`src/hdl/tem_pkg.sv`:
```
// Shared types and constants for the timestamp event matcher.
// Used by tem_cell, tem_ctrl and timestamp_event_matcher; depends on nothing.
package tem_pkg;

    localparam int unsigned QUEUE_DEPTH_DEF = 16;
    localparam logic [31:0] MATCH_WINDOW_RST = 32'd80000;

    // request type codes
    localparam logic [1:0] REQ_SOURCE = 2'd0;
    localparam logic [1:0] REQ_RENDER = 2'd1;
    localparam logic [1:0] REQ_TICK   = 2'd2;

    // configuration register indexes
    localparam int unsigned CFG_IDX_W = 1;
    localparam logic [CFG_IDX_W-1:0] CFG_MATCH_WINDOW = 1'd0;
    localparam logic [CFG_IDX_W-1:0] CFG_CONTEXT_ONLY = 1'd1;

    typedef struct packed {
        logic [1:0]  req_type;
        logic [63:0] timestamp_us;
        logic        context_allowed;
        logic        player_moving;
        logic        moved_recently;
    } t_tem_req;

    typedef struct packed {
        logic        admitted;
        logic        queue_full_drop;
        logic        matched;
        logic [31:0] match_delta_us;
        logic [4:0]  expired_now;
        logic [4:0]  pending_after;
        logic [31:0] matched_total;
        logic [31:0] expired_total;
        logic [31:0] unmatched_total;
    } t_tem_rsp;

    // broadcast from the controller to every cell
    typedef struct packed {
        logic        shift;   // drop the entry at the remove position, close the gap
        logic        write;   // store now at the tail position
        logic [63:0] now;
        logic [31:0] window;
    } t_cell_ctl;

    // best-candidate token handed from cell to cell
    typedef struct packed {
        logic        found;
        logic [31:0] delta;
    } t_tok;

endpackage

```
`src/hdl/tem_cell.sv`:
```
// One queue position: holds a pending stamp, classifies it against now,
// and folds it into the best-candidate token passed along the chain. Uses tem_pkg.
module tem_cell #(
    parameter  int unsigned DEPTH = tem_pkg::QUEUE_DEPTH_DEF,
    parameter  int unsigned POS   = 0,
    localparam int unsigned IDX_W = $clog2(DEPTH),
    localparam int unsigned CNT_W = $clog2(DEPTH + 1)
) (
    input  logic                 i_clk,
    input  tem_pkg::t_cell_ctl   i_ctl,
    input  logic [CNT_W-1:0]     i_cnt,
    input  logic [IDX_W-1:0]     i_rm_pos,
    input  logic [63:0]          i_next_stamp,
    output logic [63:0]          o_stamp,
    output logic                 o_old,
    input  tem_pkg::t_tok        i_tok,
    input  logic [IDX_W-1:0]     i_tok_idx,
    output tem_pkg::t_tok        o_tok,
    output logic [IDX_W-1:0]     o_tok_idx
);

    logic [63:0]      r_stamp;
    logic             r_old;
    logic             r_qual;
    logic [31:0]      r_d;
    tem_pkg::t_tok    r_tok;
    logic [IDX_W-1:0] r_idx;

    logic [64:0]      w_diff;
    logic             w_live;
    logic             w_near;
    logic             w_take;

    always_comb begin
        w_diff = {1'b0, i_ctl.now} - {1'b0, r_stamp};
        w_live = (CNT_W'(POS) < i_cnt) && (r_stamp != 64'd0) && !w_diff[64];
        w_near = (w_diff[63:32] == 32'd0) && (w_diff[31:0] <= i_ctl.window);
        w_take = r_qual && (!i_tok.found || (r_d < i_tok.delta));
    end

    always_ff @(posedge i_clk) begin
        if (i_ctl.shift && (IDX_W'(POS) >= i_rm_pos)) begin
            r_stamp <= i_next_stamp;
        end else if (i_ctl.write && (CNT_W'(POS) == i_cnt)) begin
            r_stamp <= i_ctl.now;
        end
        r_old  <= w_live && !w_near;
        r_qual <= w_live && w_near;
        r_d    <= w_diff[31:0];
        if (w_take) begin
            r_tok <= '{found: 1'b1, delta: r_d};
            r_idx <= IDX_W'(POS);
        end else begin
            r_tok <= i_tok;
            r_idx <= i_tok_idx;
        end
    end

    assign o_stamp   = r_stamp;
    assign o_old     = r_old;
    assign o_tok     = r_tok;
    assign o_tok_idx = r_idx;

endmodule

```
`config.mk`:
```
export PLATFORM = sky130hd
export DESIGN_NAME = tem_cell
export DESIGN_NICKNAME = d
export VERILOG_FILES = /design/src/hdl/tem_pkg.sv /design/src/hdl/tem_cell.sv
export SDC_FILE = /design/constraint.sdc
export NUM_CORES = 1
export LEC_CHECK = 0
export BUFFER_PORTS_ARGS = -buffer_cell sky130_fd_sc_hd__buf_2
export CAP_MARGIN = 15
export CORE_MARGIN = 2
export CORE_UTILIZATION = 40
export DETAILED_ROUTE_END_ITERATION = 6
export PLACE_DENSITY_LB_ADDON = 0.3
export SYNTH_ARGS = -nofsm -noshare
export SYNTH_HDL_FRONTEND = slang
export SYNTH_SLANG_ARGS = --single-unit
```
`constraint.sdc`:
```
create_clock -name i_clk -period 9.1 [get_ports i_clk]
set_input_delay 1.365 -clock i_clk [delete_from_list [all_inputs] [get_ports i_clk]]
set_output_delay 1.365 -clock i_clk [all_outputs]
set_load 0.02 [all_outputs]
```
==> impl_metrics.ini <==
[clock_tree]
post_cts_buffers = 0
cts_tree = done
holdBufCountCts = 0
clock_path_buffers = 2
numCtsBuffers = 17
clk_latency_ns = 0.44
cts_resized = 0
cts_sinks = 135
cts_max_level = 4
clkSlewWorstSetupHoldPaths_ns = 0.07
cts_root_buf = clkbuf_16

[timing]
setup_tns_ns = 0
maxSlewHeadroom_pct = 23.4
max_slew.worst_pin.slew_ns = 1.12
skew_ns = 0.0124
slew_violations = 0
rsz0062_at_grt = no
finalHoldViolations = 0
min_period_ns = 6.93
fmax_mhz = 144
finalSetupViolCount = 0
fin_crit_sh_pct = 76.1

[routing]
drt_iter0_markers = 905
wl_per_cell_um = 19.6
dr.pass1.iters = 7
wl_mm = 37.0
via_count = 10600
drc = 0
ant_nets = 0
via_per_inst = 5.62

[layout]
drive_above_1_share_pct = 29.7
layout.area.seq_um2 = 3340
multiInputGateArea_um2 = 6920
synthToLayoutAreaGrowth_pct = 21.6
nFillCells = 2678
nets = 1864

[worst_setup_path]
r2r_end = o_old
reg2reg_from = o_stamp[0]
slowest_stage = a2111oi_0
crit_family = simple AND/OR/NAND/NOR gates
startpoint_type = primary input
critical_path_class = primary input to flip-flop
path_buf_inv = 3
crit_path_frequent_cell = nand4_1
crit_required_ns = 9.43
critPathCaptureType = flip-flop
rrSetupSlack_ns = 2.75
critPathMaxStageDelay_ns = 1.00
crit_fanout = 3
arrival_ns = 7.26
reg2regPathDepth = 23

[synthesis]
synthCells = 1244
synth_commonest_cells = inv_1, ha_1, a21oi_1, nand2_1, mux2_2
avgSynthCellArea_um2 = 8.89
synth_cell_type_count = 88
synth_area_leaders = edfxtp_1, ha_1, dfxtp_1
yosys.area.top_type = edfxtp_1
synth-main-ff-cell = dfxtp_1
syn_area_um2 = 11100
netlist.area_leader.share_pct = 17.4
synth-seq-cells = 135
synth_edf_count = 64
synth_warnings = 0
seq_area_frac_synth_pct = 30.2
syn_nets = 1581
synth-async-reset-ratio_pct = 0
synth_most_common_cell = inv_1

[global_route]
grt_usage_pct = 25.1
grt_max_degree = 60
grt_pass1_vias = 9998
antenna_found_initial = 3
overflow = 0
grt_pass1_wl_mm = 56.0

[power_and_ir_drop]
vdd_drop_max_uv = 112
power_mw = 2.00
clkPwrFrac_pct = 37.2
power.density_nw_per_um2 = 149
cellLeakagePower_nw = 6.27
swShare_pct = 35.8
p_switching_mw = 0.716
pwr-share-comb_pct = 27.4
p_seq_share_pct = 35.4
p_int_mw = 1.29

[worst_hold_path]
hold_path.class = flip-flop to flip-flop
hold_path_end = o_tok[17]
min-delay-start = r_d[17]
min_path_cells = 1

[die]
die_area_um2 = 29000
rows = 60
core_area_um2 = 27000
die_height_um = 170
fp.dieW_um = 170
start_util_pct = 40.9
io_pins = 311

[outcome]
status = finished, final reports clean

[placement]
place_hpwl_mm = 30.7
gp_congestion = 0.983
port_buffers = 310

[flow_run]
cap_violations = 0
[worst register-to-register path, stage by stage (launching register included)]
cell,delay [ns]
edfxtp_1,0.49
ha_1,0.29
inv_1,0.08
fa_1,0.20
a21o_1,0.13
nand4_1,0.11
a2111oi_0,1.00
o31ai_1,0.20
and2_1,0.25
o31ai_1,0.34
a21oi_1,0.13
xnor2_1,0.17
ha_1,0.34
and4_1,0.21
nand4_1,0.19
nor4_4,0.35
nor2_2,0.07
or4_1,0.49
nor4b_2,0.24
o2111a_1,0.22
nand4_1,0.09
nor4_1,0.30
nand3_1,0.14
and3_1,0.21
[kinds of logic after synthesis]
| kind of cell | share of synthesized area, % |
|---|---|
| AOI/OAI and AO/OA | 19.5 |
| xor gates and xnor gates | 3.01 |
| adders and majority gates | 14.6 |
| buffers and inverters | 7.31 |
| DFF | 30.2 |
| muxes | 10.3 |
| and+or+nand+nor | 15.1 |
[through the flow]
stage | setup WS, ns | area, um2 | utilization, % | std cells | hold WS [ns]
global route | 1.69 | 13400 | 49.7 | 1883 | 0.498
global placement | 1.98 | 12800 | 47.3 | 1848 | 0.462
detailed placement | 1.80 | 12800 | 47.3 | 1848 | 0.465
finish | 2.17 | 13400 | 49.7 | 1883 | 0.476
floorplan | 2.83 | 11100 | - | 1244 | 0.407
CTS | 2.25 | 13400 | 49.6 | 1880 | 0.478
[how the worst max path moves through the flow]
| stage | cells past startpoint | from | endpoint |
|---|---|---|---|
| floorplan | 24 | i_ctl[32] | o_old |
| global placement | 25 | i_ctl[32] | o_old |
| detailed placement | 25 | i_ctl[32] | o_old |
| CTS | 25 | i_ctl[32] | o_old |
| global route | 25 | i_ctl[32] | o_old |
| finish | 25 | i_ctl[32] | o_old |
[state kept, by name (all words and copies together) (netlist names)]
name / flops
o_old: 1
r_d: 32
r_qual: 1
o_tok: 33
o_stamp: 64
o_tok_idx: 4
[power groups by stage]
stage	Clock (mW)	Combinational [mW]	Sequential, mW
CTS	0.756	0.542	0.708
finish	0.745	0.548	0.708
global placement	0	0.533	0.721
detailed placement	0	0.538	0.722
global route	0.781	0.606	0.713
floorplan	0	0.342	0.733
[placed cells by master, fill, tap and decap left out, drive strengths merged, types with 4 or more instances in the layout]
| cell type | n |
|---|---|
| buf | 314 |
| inv | 154 |
| ha | 127 |
| a21oi | 102 |
| mux2 | 96 |
| nand2 | 87 |
| dfxtp | 71 |
| edfxtp | 64 |
| nor2 | 62 |
| o21ai | 62 |
| nand4 | 51 |
| a21o | 38 |
| nand3 | 25 |
| xnor2 | 24 |
| nor4 | 23 |
| o21a | 20 |
| clkbuf | 17 |
| nor3 | 15 |
| xor2 | 14 |
| a211oi | 14 |
| o211ai | 11 |
| nor2b | 10 |
| o21bai | 8 |
| or2 | 8 |
| o31ai | 7 |
| and2 | 7 |
| or3 | 7 |
| and4 | 6 |
| a31oi | 6 |
| mux2i | 6 |
| a2111oi | 6 |
| and3 | 5 |
| or4 | 5 |
| o31a | 5 |
| o311ai | 5 |
| nand2b | 4 |
| a221oi | 4 |
| clkinv | 4 |
[cell type report]
| class | count | area share, % |
|---|---|---|
| Inverter | 143 | 3.99 |
| Clock buffer | 17 | 3.17 |
| Clock inverter | 15 | 1.42 |
| Tap cell | 341 | 3.18 |
| Antenna cell | 2 | 0.0372 |
| Sequential cell | 135 | 24.9 |
| Multi-Input combinational cell | 916 | 51.5 |
| Timing Repair Buffer | 314 | 11.9 |
[layer usage]
metal	global-route usage [%]	up-vias	wire (um)
met3	3.98	35	2470
met4	5.91	2	509
met5	0	-	13
met1	36.6	4949	18000
met2	38.8	422	16000
li1	-	5174	-
No activity file was read; power rests on OpenSTA's default activity.
