[src/hdl/tem_pkg.sv]
// Shared types and constants for the timestamp event matcher.
// Used by tem_cell, tem_ctrl and timestamp_event_matcher; depends on nothing.
package tem_pkg;

    localparam int unsigned QUEUE_DEPTH_DEF = 16;
    localparam logic [31:0] MATCH_WINDOW_RST = 32'd80000;

    // request type codes
    localparam logic [1:0] REQ_SOURCE = 2'd0;
    localparam logic [1:0] REQ_RENDER = 2'd1;
    localparam logic [1:0] REQ_TICK   = 2'd2;

    // configuration register indexes
    localparam int unsigned CFG_IDX_W = 1;
    localparam logic [CFG_IDX_W-1:0] CFG_MATCH_WINDOW = 1'd0;
    localparam logic [CFG_IDX_W-1:0] CFG_CONTEXT_ONLY = 1'd1;

    typedef struct packed {
        logic [1:0]  req_type;
        logic [63:0] timestamp_us;
        logic        context_allowed;
        logic        player_moving;
        logic        moved_recently;
    } t_tem_req;

    typedef struct packed {
        logic        admitted;
        logic        queue_full_drop;
        logic        matched;
        logic [31:0] match_delta_us;
        logic [4:0]  expired_now;
        logic [4:0]  pending_after;
        logic [31:0] matched_total;
        logic [31:0] expired_total;
        logic [31:0] unmatched_total;
    } t_tem_rsp;

    // broadcast from the controller to every cell
    typedef struct packed {
        logic        shift;   // drop the entry at the remove position, close the gap
        logic        write;   // store now at the tail position
        logic [63:0] now;
        logic [31:0] window;
    } t_cell_ctl;

    // best-candidate token handed from cell to cell
    typedef struct packed {
        logic        found;
        logic [31:0] delta;
    } t_tok;

endpackage

[src/hdl/tem_ctrl.sv]
// Sequencer for the matcher: admission, front expiry, match scan, counters,
// configuration registers and the output register. Uses tem_pkg.
module tem_ctrl #(
    parameter  int unsigned DEPTH = tem_pkg::QUEUE_DEPTH_DEF,
    localparam int unsigned IDX_W = $clog2(DEPTH),
    localparam int unsigned CNT_W = $clog2(DEPTH + 1)
) (
    input  logic                          i_clk,
    input  logic                          i_rst_n,
    input  logic                          i_valid,
    output logic                          o_stall,
    input  tem_pkg::t_tem_req             i_req,
    output logic                          o_valid,
    input  logic                          i_stall,
    output tem_pkg::t_tem_rsp             o_rsp,
    input  logic                          i_cfg_valid,
    output logic                          o_cfg_ready,
    input  logic [tem_pkg::CFG_IDX_W-1:0] i_cfg_index,
    input  logic [31:0]                   i_cfg_data,
    output tem_pkg::t_cell_ctl            o_ctl,
    output logic [CNT_W-1:0]              o_cnt,
    output logic [IDX_W-1:0]              o_rm_pos,
    input  logic                          i_front_old,
    input  tem_pkg::t_tok                 i_tok,
    input  logic [IDX_W-1:0]              i_tok_idx
);

    localparam logic [2:0] S_IDLE   = 3'd0;
    localparam logic [2:0] S_SETTLE = 3'd1;
    localparam logic [2:0] S_EXP    = 3'd2;
    localparam logic [2:0] S_SCAN   = 3'd3;
    localparam logic [2:0] S_FIN    = 3'd4;

    logic [2:0]        r_state, n_state;
    logic [1:0]        r_type, n_type;
    logic [63:0]       r_now, n_now;
    logic [CNT_W-1:0]  r_cnt, n_cnt;
    logic [CNT_W-1:0]  r_exp, n_exp;
    logic              r_admit, n_admit;
    logic              r_drop, n_drop;
    logic              r_match, n_match;
    logic [31:0]       r_delta, n_delta;
    logic [IDX_W-1:0]  r_scan, n_scan;
    logic [31:0]       r_matched_total, n_matched_total;
    logic [31:0]       r_expired_total, n_expired_total;
    logic [31:0]       r_unmatched_total, n_unmatched_total;
    logic [31:0]       r_window, n_window;
    logic              r_ctx_only, n_ctx_only;
    logic              r_out_valid, n_out_valid;
    tem_pkg::t_tem_rsp r_out, n_out;

    logic              w_accept;
    logic              w_out_free;
    logic              w_src_ok;
    logic              w_shift;
    logic              w_write;
    logic [IDX_W-1:0]  w_rm_pos;

    assign w_accept   = i_valid && !o_stall;
    assign w_out_free = !r_out_valid || !i_stall;
    assign w_src_ok   = r_ctx_only ? i_req.context_allowed
                      : (i_req.context_allowed && (i_req.player_moving || i_req.moved_recently));

    always_comb begin
        n_state           = r_state;
        n_type            = r_type;
        n_now             = r_now;
        n_cnt             = r_cnt;
        n_exp             = r_exp;
        n_admit           = r_admit;
        n_drop            = r_drop;
        n_match           = r_match;
        n_delta           = r_delta;
        n_scan            = r_scan;
        n_matched_total   = r_matched_total;
        n_expired_total   = r_expired_total;
        n_unmatched_total = r_unmatched_total;
        n_window          = r_window;
        n_ctx_only        = r_ctx_only;
        n_out_valid       = r_out_valid && i_stall;
        n_out             = r_out;
        w_shift           = 1'b0;
        w_write           = 1'b0;
        w_rm_pos          = '0;

        if (i_cfg_valid) begin
            unique case (i_cfg_index)
                tem_pkg::CFG_MATCH_WINDOW: n_window   = i_cfg_data;
                tem_pkg::CFG_CONTEXT_ONLY: n_ctx_only = i_cfg_data[0];
                default:                   n_window   = r_window;
            endcase
        end

        unique case (r_state)
            S_IDLE: begin
                if (w_accept) begin
                    n_type  = i_req.req_type;
                    n_now   = i_req.timestamp_us;
                    n_exp   = '0;
                    n_admit = 1'b0;
                    n_drop  = 1'b0;
                    n_match = 1'b0;
                    n_delta = '0;
                    unique case (i_req.req_type)
                        tem_pkg::REQ_SOURCE: n_state = w_src_ok ? S_SETTLE : S_FIN;
                        tem_pkg::REQ_RENDER:
                            n_state = (i_req.timestamp_us != 64'd0) ? S_SETTLE : S_FIN;
                        tem_pkg::REQ_TICK:   n_state = S_SETTLE;
                        default:             n_state = S_FIN;
                    endcase
                end
            end
            S_SETTLE: begin
                n_state = S_EXP;
            end
            S_EXP: begin
                if ((r_cnt != '0) && i_front_old) begin
                    w_shift         = 1'b1;
                    n_cnt           = r_cnt - 1'b1;
                    n_exp           = r_exp + 1'b1;
                    n_expired_total = r_expired_total + 32'd1;
                    n_state         = S_SETTLE;
                end else begin
                    unique case (r_type)
                        tem_pkg::REQ_SOURCE: begin
                            if (r_cnt < CNT_W'(DEPTH)) begin
                                w_write = 1'b1;
                                n_cnt   = r_cnt + 1'b1;
                                n_admit = 1'b1;
                            end else begin
                                n_drop  = 1'b1;
                            end
                            n_state = S_FIN;
                        end
                        tem_pkg::REQ_RENDER: begin
                            n_scan  = '0;
                            n_state = S_SCAN;
                        end
                        default: n_state = S_FIN;
                    endcase
                end
            end
            S_SCAN: begin
                if (r_scan == IDX_W'(DEPTH - 1)) begin
                    if (i_tok.found) begin
                        w_shift         = 1'b1;
                        w_rm_pos        = i_tok_idx;
                        n_cnt           = r_cnt - 1'b1;
                        n_match         = 1'b1;
                        n_delta         = i_tok.delta;
                        n_matched_total = r_matched_total + 32'd1;
                    end else begin
                        n_unmatched_total = r_unmatched_total + 32'd1;
                    end
                    n_state = S_FIN;
                end else begin
                    n_scan = r_scan + 1'b1;
                end
            end
            S_FIN: begin
                if (w_out_free) begin
                    n_out_valid = 1'b1;
                    n_out = '{
                        admitted:        r_admit,
                        queue_full_drop: r_drop,
                        matched:         r_match,
                        match_delta_us:  r_delta,
                        expired_now:     5'(r_exp),
                        pending_after:   5'(r_cnt),
                        matched_total:   r_matched_total,
                        expired_total:   r_expired_total,
                        unmatched_total: r_unmatched_total
                    };
                    n_state = S_IDLE;
                end
            end
            default: n_state = S_IDLE;
        endcase
    end

    always_ff @(posedge i_clk) begin
        if (!i_rst_n) begin
            r_state           <= S_IDLE;
            r_cnt             <= '0;
            r_matched_total   <= '0;
            r_expired_total   <= '0;
            r_unmatched_total <= '0;
            r_window          <= tem_pkg::MATCH_WINDOW_RST;
            r_ctx_only        <= 1'b0;
            r_out_valid       <= 1'b0;
        end else begin
            r_state           <= n_state;
            r_cnt             <= n_cnt;
            r_matched_total   <= n_matched_total;
            r_expired_total   <= n_expired_total;
            r_unmatched_total <= n_unmatched_total;
            r_window          <= n_window;
            r_ctx_only        <= n_ctx_only;
            r_out_valid       <= n_out_valid;
        end
        r_type  <= n_type;
        r_now   <= n_now;
        r_exp   <= n_exp;
        r_admit <= n_admit;
        r_drop  <= n_drop;
        r_match <= n_match;
        r_delta <= n_delta;
        r_scan  <= n_scan;
        r_out   <= n_out;
    end

    assign o_stall     = (r_state != S_IDLE);
    assign o_valid     = r_out_valid;
    assign o_rsp       = r_out;
    assign o_cfg_ready = 1'b1;
    assign o_ctl       = '{shift: w_shift, write: w_write, now: r_now, window: r_window};
    assign o_cnt       = r_cnt;
    assign o_rm_pos    = w_rm_pos;

    a_cnt_bound: assert property (@(posedge i_clk) disable iff (!i_rst_n)
        r_cnt <= CNT_W'(DEPTH))
        else $error("pending count above queue depth");

    a_shift_nonempty: assert property (@(posedge i_clk) disable iff (!i_rst_n)
        w_shift |-> (r_cnt != '0))
        else $error("entry removed from an empty queue");

    a_write_room: assert property (@(posedge i_clk) disable iff (!i_rst_n)
        w_write |-> (r_cnt < CNT_W'(DEPTH)))
        else $error("entry appended to a full queue");

    a_expire_count: assert property (@(posedge i_clk) disable iff (!i_rst_n)
        (r_state == S_EXP && w_shift) |=>
            (r_expired_total == $past(r_expired_total) + 32'd1))
        else $error("expired total out of step with front pops");

    a_accept_busy: assert property (@(posedge i_clk) disable iff (!i_rst_n)
        w_accept |=> (r_state != S_IDLE))
        else $error("accepted request left the sequencer idle");

endmodule

[config.mk]
export PLATFORM = sky130hd
export DESIGN_NAME = tem_ctrl
export DESIGN_NICKNAME = d
export VERILOG_FILES = /design/src/hdl/tem_pkg.sv /design/src/hdl/tem_ctrl.sv
export SDC_FILE = /design/constraint.sdc
export NUM_CORES = 1
export LEC_CHECK = 0
export BUFFER_PORTS_ARGS = -buffer_cell sky130_fd_sc_hd__buf_2
export CAP_MARGIN = 25
export CORE_MARGIN = 3
export CORE_UTILIZATION = 54
export CTS_BUF_LIST = sky130_fd_sc_hd__clkbuf_8
export DETAILED_ROUTE_END_ITERATION = 8
export MAX_ROUTING_LAYER = met4
export PLACE_DENSITY = 0.92
export SETUP_SLACK_MARGIN = 0.05
export SLEW_MARGIN = 30
export SYNTH_ARGS = -nofsm -noshare
export SYNTH_HDL_FRONTEND = slang
export SYNTH_SLANG_ARGS = --single-unit
[constraint.sdc]
create_clock -name i_clk -period 10.5 [get_ports i_clk]
set_input_delay 0 -clock i_clk [delete_from_list [all_inputs] [get_ports i_clk]]
set_output_delay 0 -clock i_clk [all_outputs]
set_load 0.05 [all_outputs]
==> results.json <==
{
  "drv_cap": 0,
  "routed_wl_um": 44900,
  "drv_slew": 0,
  "cts_post_setup_buffers_inserted": 0,
  "multiInputGateArea_um2": 3780,
  "setup_clock_skew_after_layout_ns": 0.0351,
  "period_minus_slack_ns": 3.31,
  "antenna_found_initial": 0,
  "synth_largest_type_area_fraction_pct": 52.6,
  "synth_flop_cell": "edfxtp_1",
  "max-clock-path-buffers": 3,
  "cpMostUsedCell": "a21oi_1",
  "ys_seq_elements": 389,
  "cp_cell_sequence": "nor2b_1, nand2_1, clkinv_1, a21oi_1, or4_1, a21oi_1, mux2i_1, dlygate4sd3_1",
  "fraction_of_final_layout_cells_with_drive_strength_greater_than_1_pct": 29.2,
  "worst_path_largest_cell_delay_ns": 0.75,
  "die_width_um": 169,
  "area_growth_syn_to_layout_pct": 37.7,
  "yosysSeqAreaShare_pct": 71.8,
  "fp-row-count": 59,
  "cts-buffers-inserted": 58,
  "synth.most_common_cell": "edfxtp_1",
  "cts-htree-levels": 2,
  "dr_total_vias": 11700,
  "min_period_over_period_pct": 31.6,
  "ir_drop_mv": 0.153,
  "synthesized_instance_count": 1107,
  "ios": 396,
  "fillerInstances": 1507,
  "design.die.area_um2": 28500,
  "cts-root-buf": "clkbuf_8",
  "num-nets-final": 1852,
  "max-slew-margin-rel_pct": 40.4,
  "post-route-drc-count": 0,
  "grt_max_degree": 87,
  "setup.worst_path.end_class": "flip-flop",
  "synthesis_warning_total": 0,
  "drt-wirelength-per-cell_um": 21.5,
  "global_route.overflow_total": 0,
  "quantity_of_gates_resized_following_cts": 0,
  "result_of_the_run": "completed",
  "clk_pin_slew_ns": 0.07,
  "clock_net_sink_count": 389,
  "cellPowerDensity_nw_per_um2": 184,
  "post_synth_instance_area_um2": 14300,
  "crit_required_ns": 10.96,
  "p_leak_uw": 0.00748,
  "grt_pass1_vias": 11600,
  "setup-violations-final": 0,
  "fmax_mhz": 302,
  "drtIter0Drc": 1356,
  "place.port_buffers": 394,
  "netlist-cell-type-count": 49,
  "setup_tns_ns": 0,
  "cp-start-kind": "flip-flop",
  "syn-mean-instance-area_um2": 13.0,
  "timing_hold_violations_final": 0,
  "tightest_slew_ns": 0.888,
  "postCtsHoldBufs": 177,
  "post_synth_main_area_contributors": "edfxtp_1, dfxtp_1, nand2_1",
  "worstPathMaxFanout": 36,
  "synth_nets": 1260,
  "critical_path.slowest_cell": "clkinv_1",
  "layout.area.seq_um2": 10300,
  "placed_area_um2": 16600,
  "global_route_wire_length_before_repair_um": 67000,
  "clk_latency_ns": 0.60,
  "final_replace_weighted_congestion": 0.999,
  "post_synthesis_async_set_or_reset_flop_share_pct": 0,
  "worst_path_dominant_cell_family": "buffers and inverters",
  "timing.hold.worst.class": "in2reg",
  "globalRouteTotalUtil_pct": 31.3,
  "grt_setup_unrepaired": "false",
  "die_h_um": 169,
  "yosys.area.top_type": "edfxtp_1",
  "drt_pass1_iterations": 5,
  "initial_util_pct": 55.0,
  "fp.coreArea_um2": 26100,
  "post_route_cell_area_um2": 19700,
  "count_of_nets_left_with_antenna_violations_after_detail_routing": 0,
  "tritoncts_clock_tree": "done",
  "worstSetupPathType": "reg2reg",
  "dp.final_hpwl_um": 26100,
  "synth_enable_flop_cells": 251,
  "critPathBufInv": 2,
  "worst-endpoint-arrival_ns": 3.78,
  "synth.cells.most_frequent": "edfxtp_1, dfxtp_1, nand2_1",
  "drt-vias-per-instance": 5.62
}
[per-layer routing]
metal  vias up  track usage [%]  wire length [µm]  share of wire, %
met5         -                -                 0                 0
met4         0             14.4              2300               5.1
met3       182             6.10              3970               8.8
met1      5559             36.2             15700                35
met2       786             52.9             22900                51
li1       5191                -                 -                 -
[path summary, 6_finish.rpt]
path | from | cells past startpoint | endpoint | slack, ns
max | r_state[2] | 8 | o_cnt[3] | 7.19
min reg2reg | r_delta[3] | 0 | o_rsp[109] | 0.42
max reg2reg | r_state[2] | 8 | o_cnt[3] | 7.19
min | i_req[56] | 2 | r_now[53] | 0.16
[through the flow]
stage	util [%]	worst slack [ns]	instances	hold WS (ns)	total power, µW
4_1_cts	75.6	7.14	2082	0.0923	3610
3_5_place_dp	63.8	7.66	1796	0.193	2210
6_report	75.8	7.19	2084	0.155	3630
5_1_grt	75.7	6.90	2083	0.133	3740
2_1_floorplan	-	2.28	1107	0.0989	2090
3_3_place_gp	63.7	7.56	1796	0.192	2200
[layout by cell type, fill, tap and decap left out, drive strengths merged, types with 2 or more instances in the layout]
master	instances
a21oi	65
and2	44
and3	9
and4	16
buf	400
bufinv	6
clkbuf	72
clkinv	22
dfxtp	138
dlygate4sd3	177
edfxtp	251
ha	8
inv	36
mux2i	7
nand2	101
nand2b	7
nand3	39
nand4	45
nor2	93
nor2b	3
nor3	27
nor3b	2
nor4	29
o21ai	25
o31ai	4
or2	3
or3	21
or4	6
or4b	3
xnor2	43
xor2	34
[kinds of logic (layout without fill, tap and decap cells)]
logic type      after synthesis  in the layout  synth area share, %
compound gates              101            101                 3.73
simple gates                451            451                 16.4
buf+inv                      73            714                 2.17
mux                           7              7                0.489
flops                       389            389                 71.8
fa+ha+maj                     8              8                0.698
other cells                   1              2               0.0262
xor+xnor                     77             77                 4.70
[report_power, final]
part | internal (µW) | switching (µW) | total [µW] | leakage [µW]
Clock | 771 | 613 | 1380 | 0.000726
Sequential | 1730 | 35.4 | 1760 | 0.00341
Combinational | 121 | 368 | 489 | 0.00335
[final cells by class]
cell class,instances,area share [%]
antenna,1,0.0127
clock buffer,72,5.02
clock inverter,37,1.64
inverter,28,0.564
multi-input combinational,645,19.2
sequential,389,52.2
tap,335,2.12
timing repair buffer,577,19.3
[sequential cells by signal (all words and copies together) (netlist names), 2 cells and up]
register           count
r_matched_total       32
r_expired_total       32
r_unmatched_total     32
r_exp                  5
o_rsp                141
r_delta               32
o_cnt                  5
r_state                3
r_type                 2
r_window              32
r_scan                 4
r_now                 64
No activity file was read; power rests on OpenSTA's default activity.
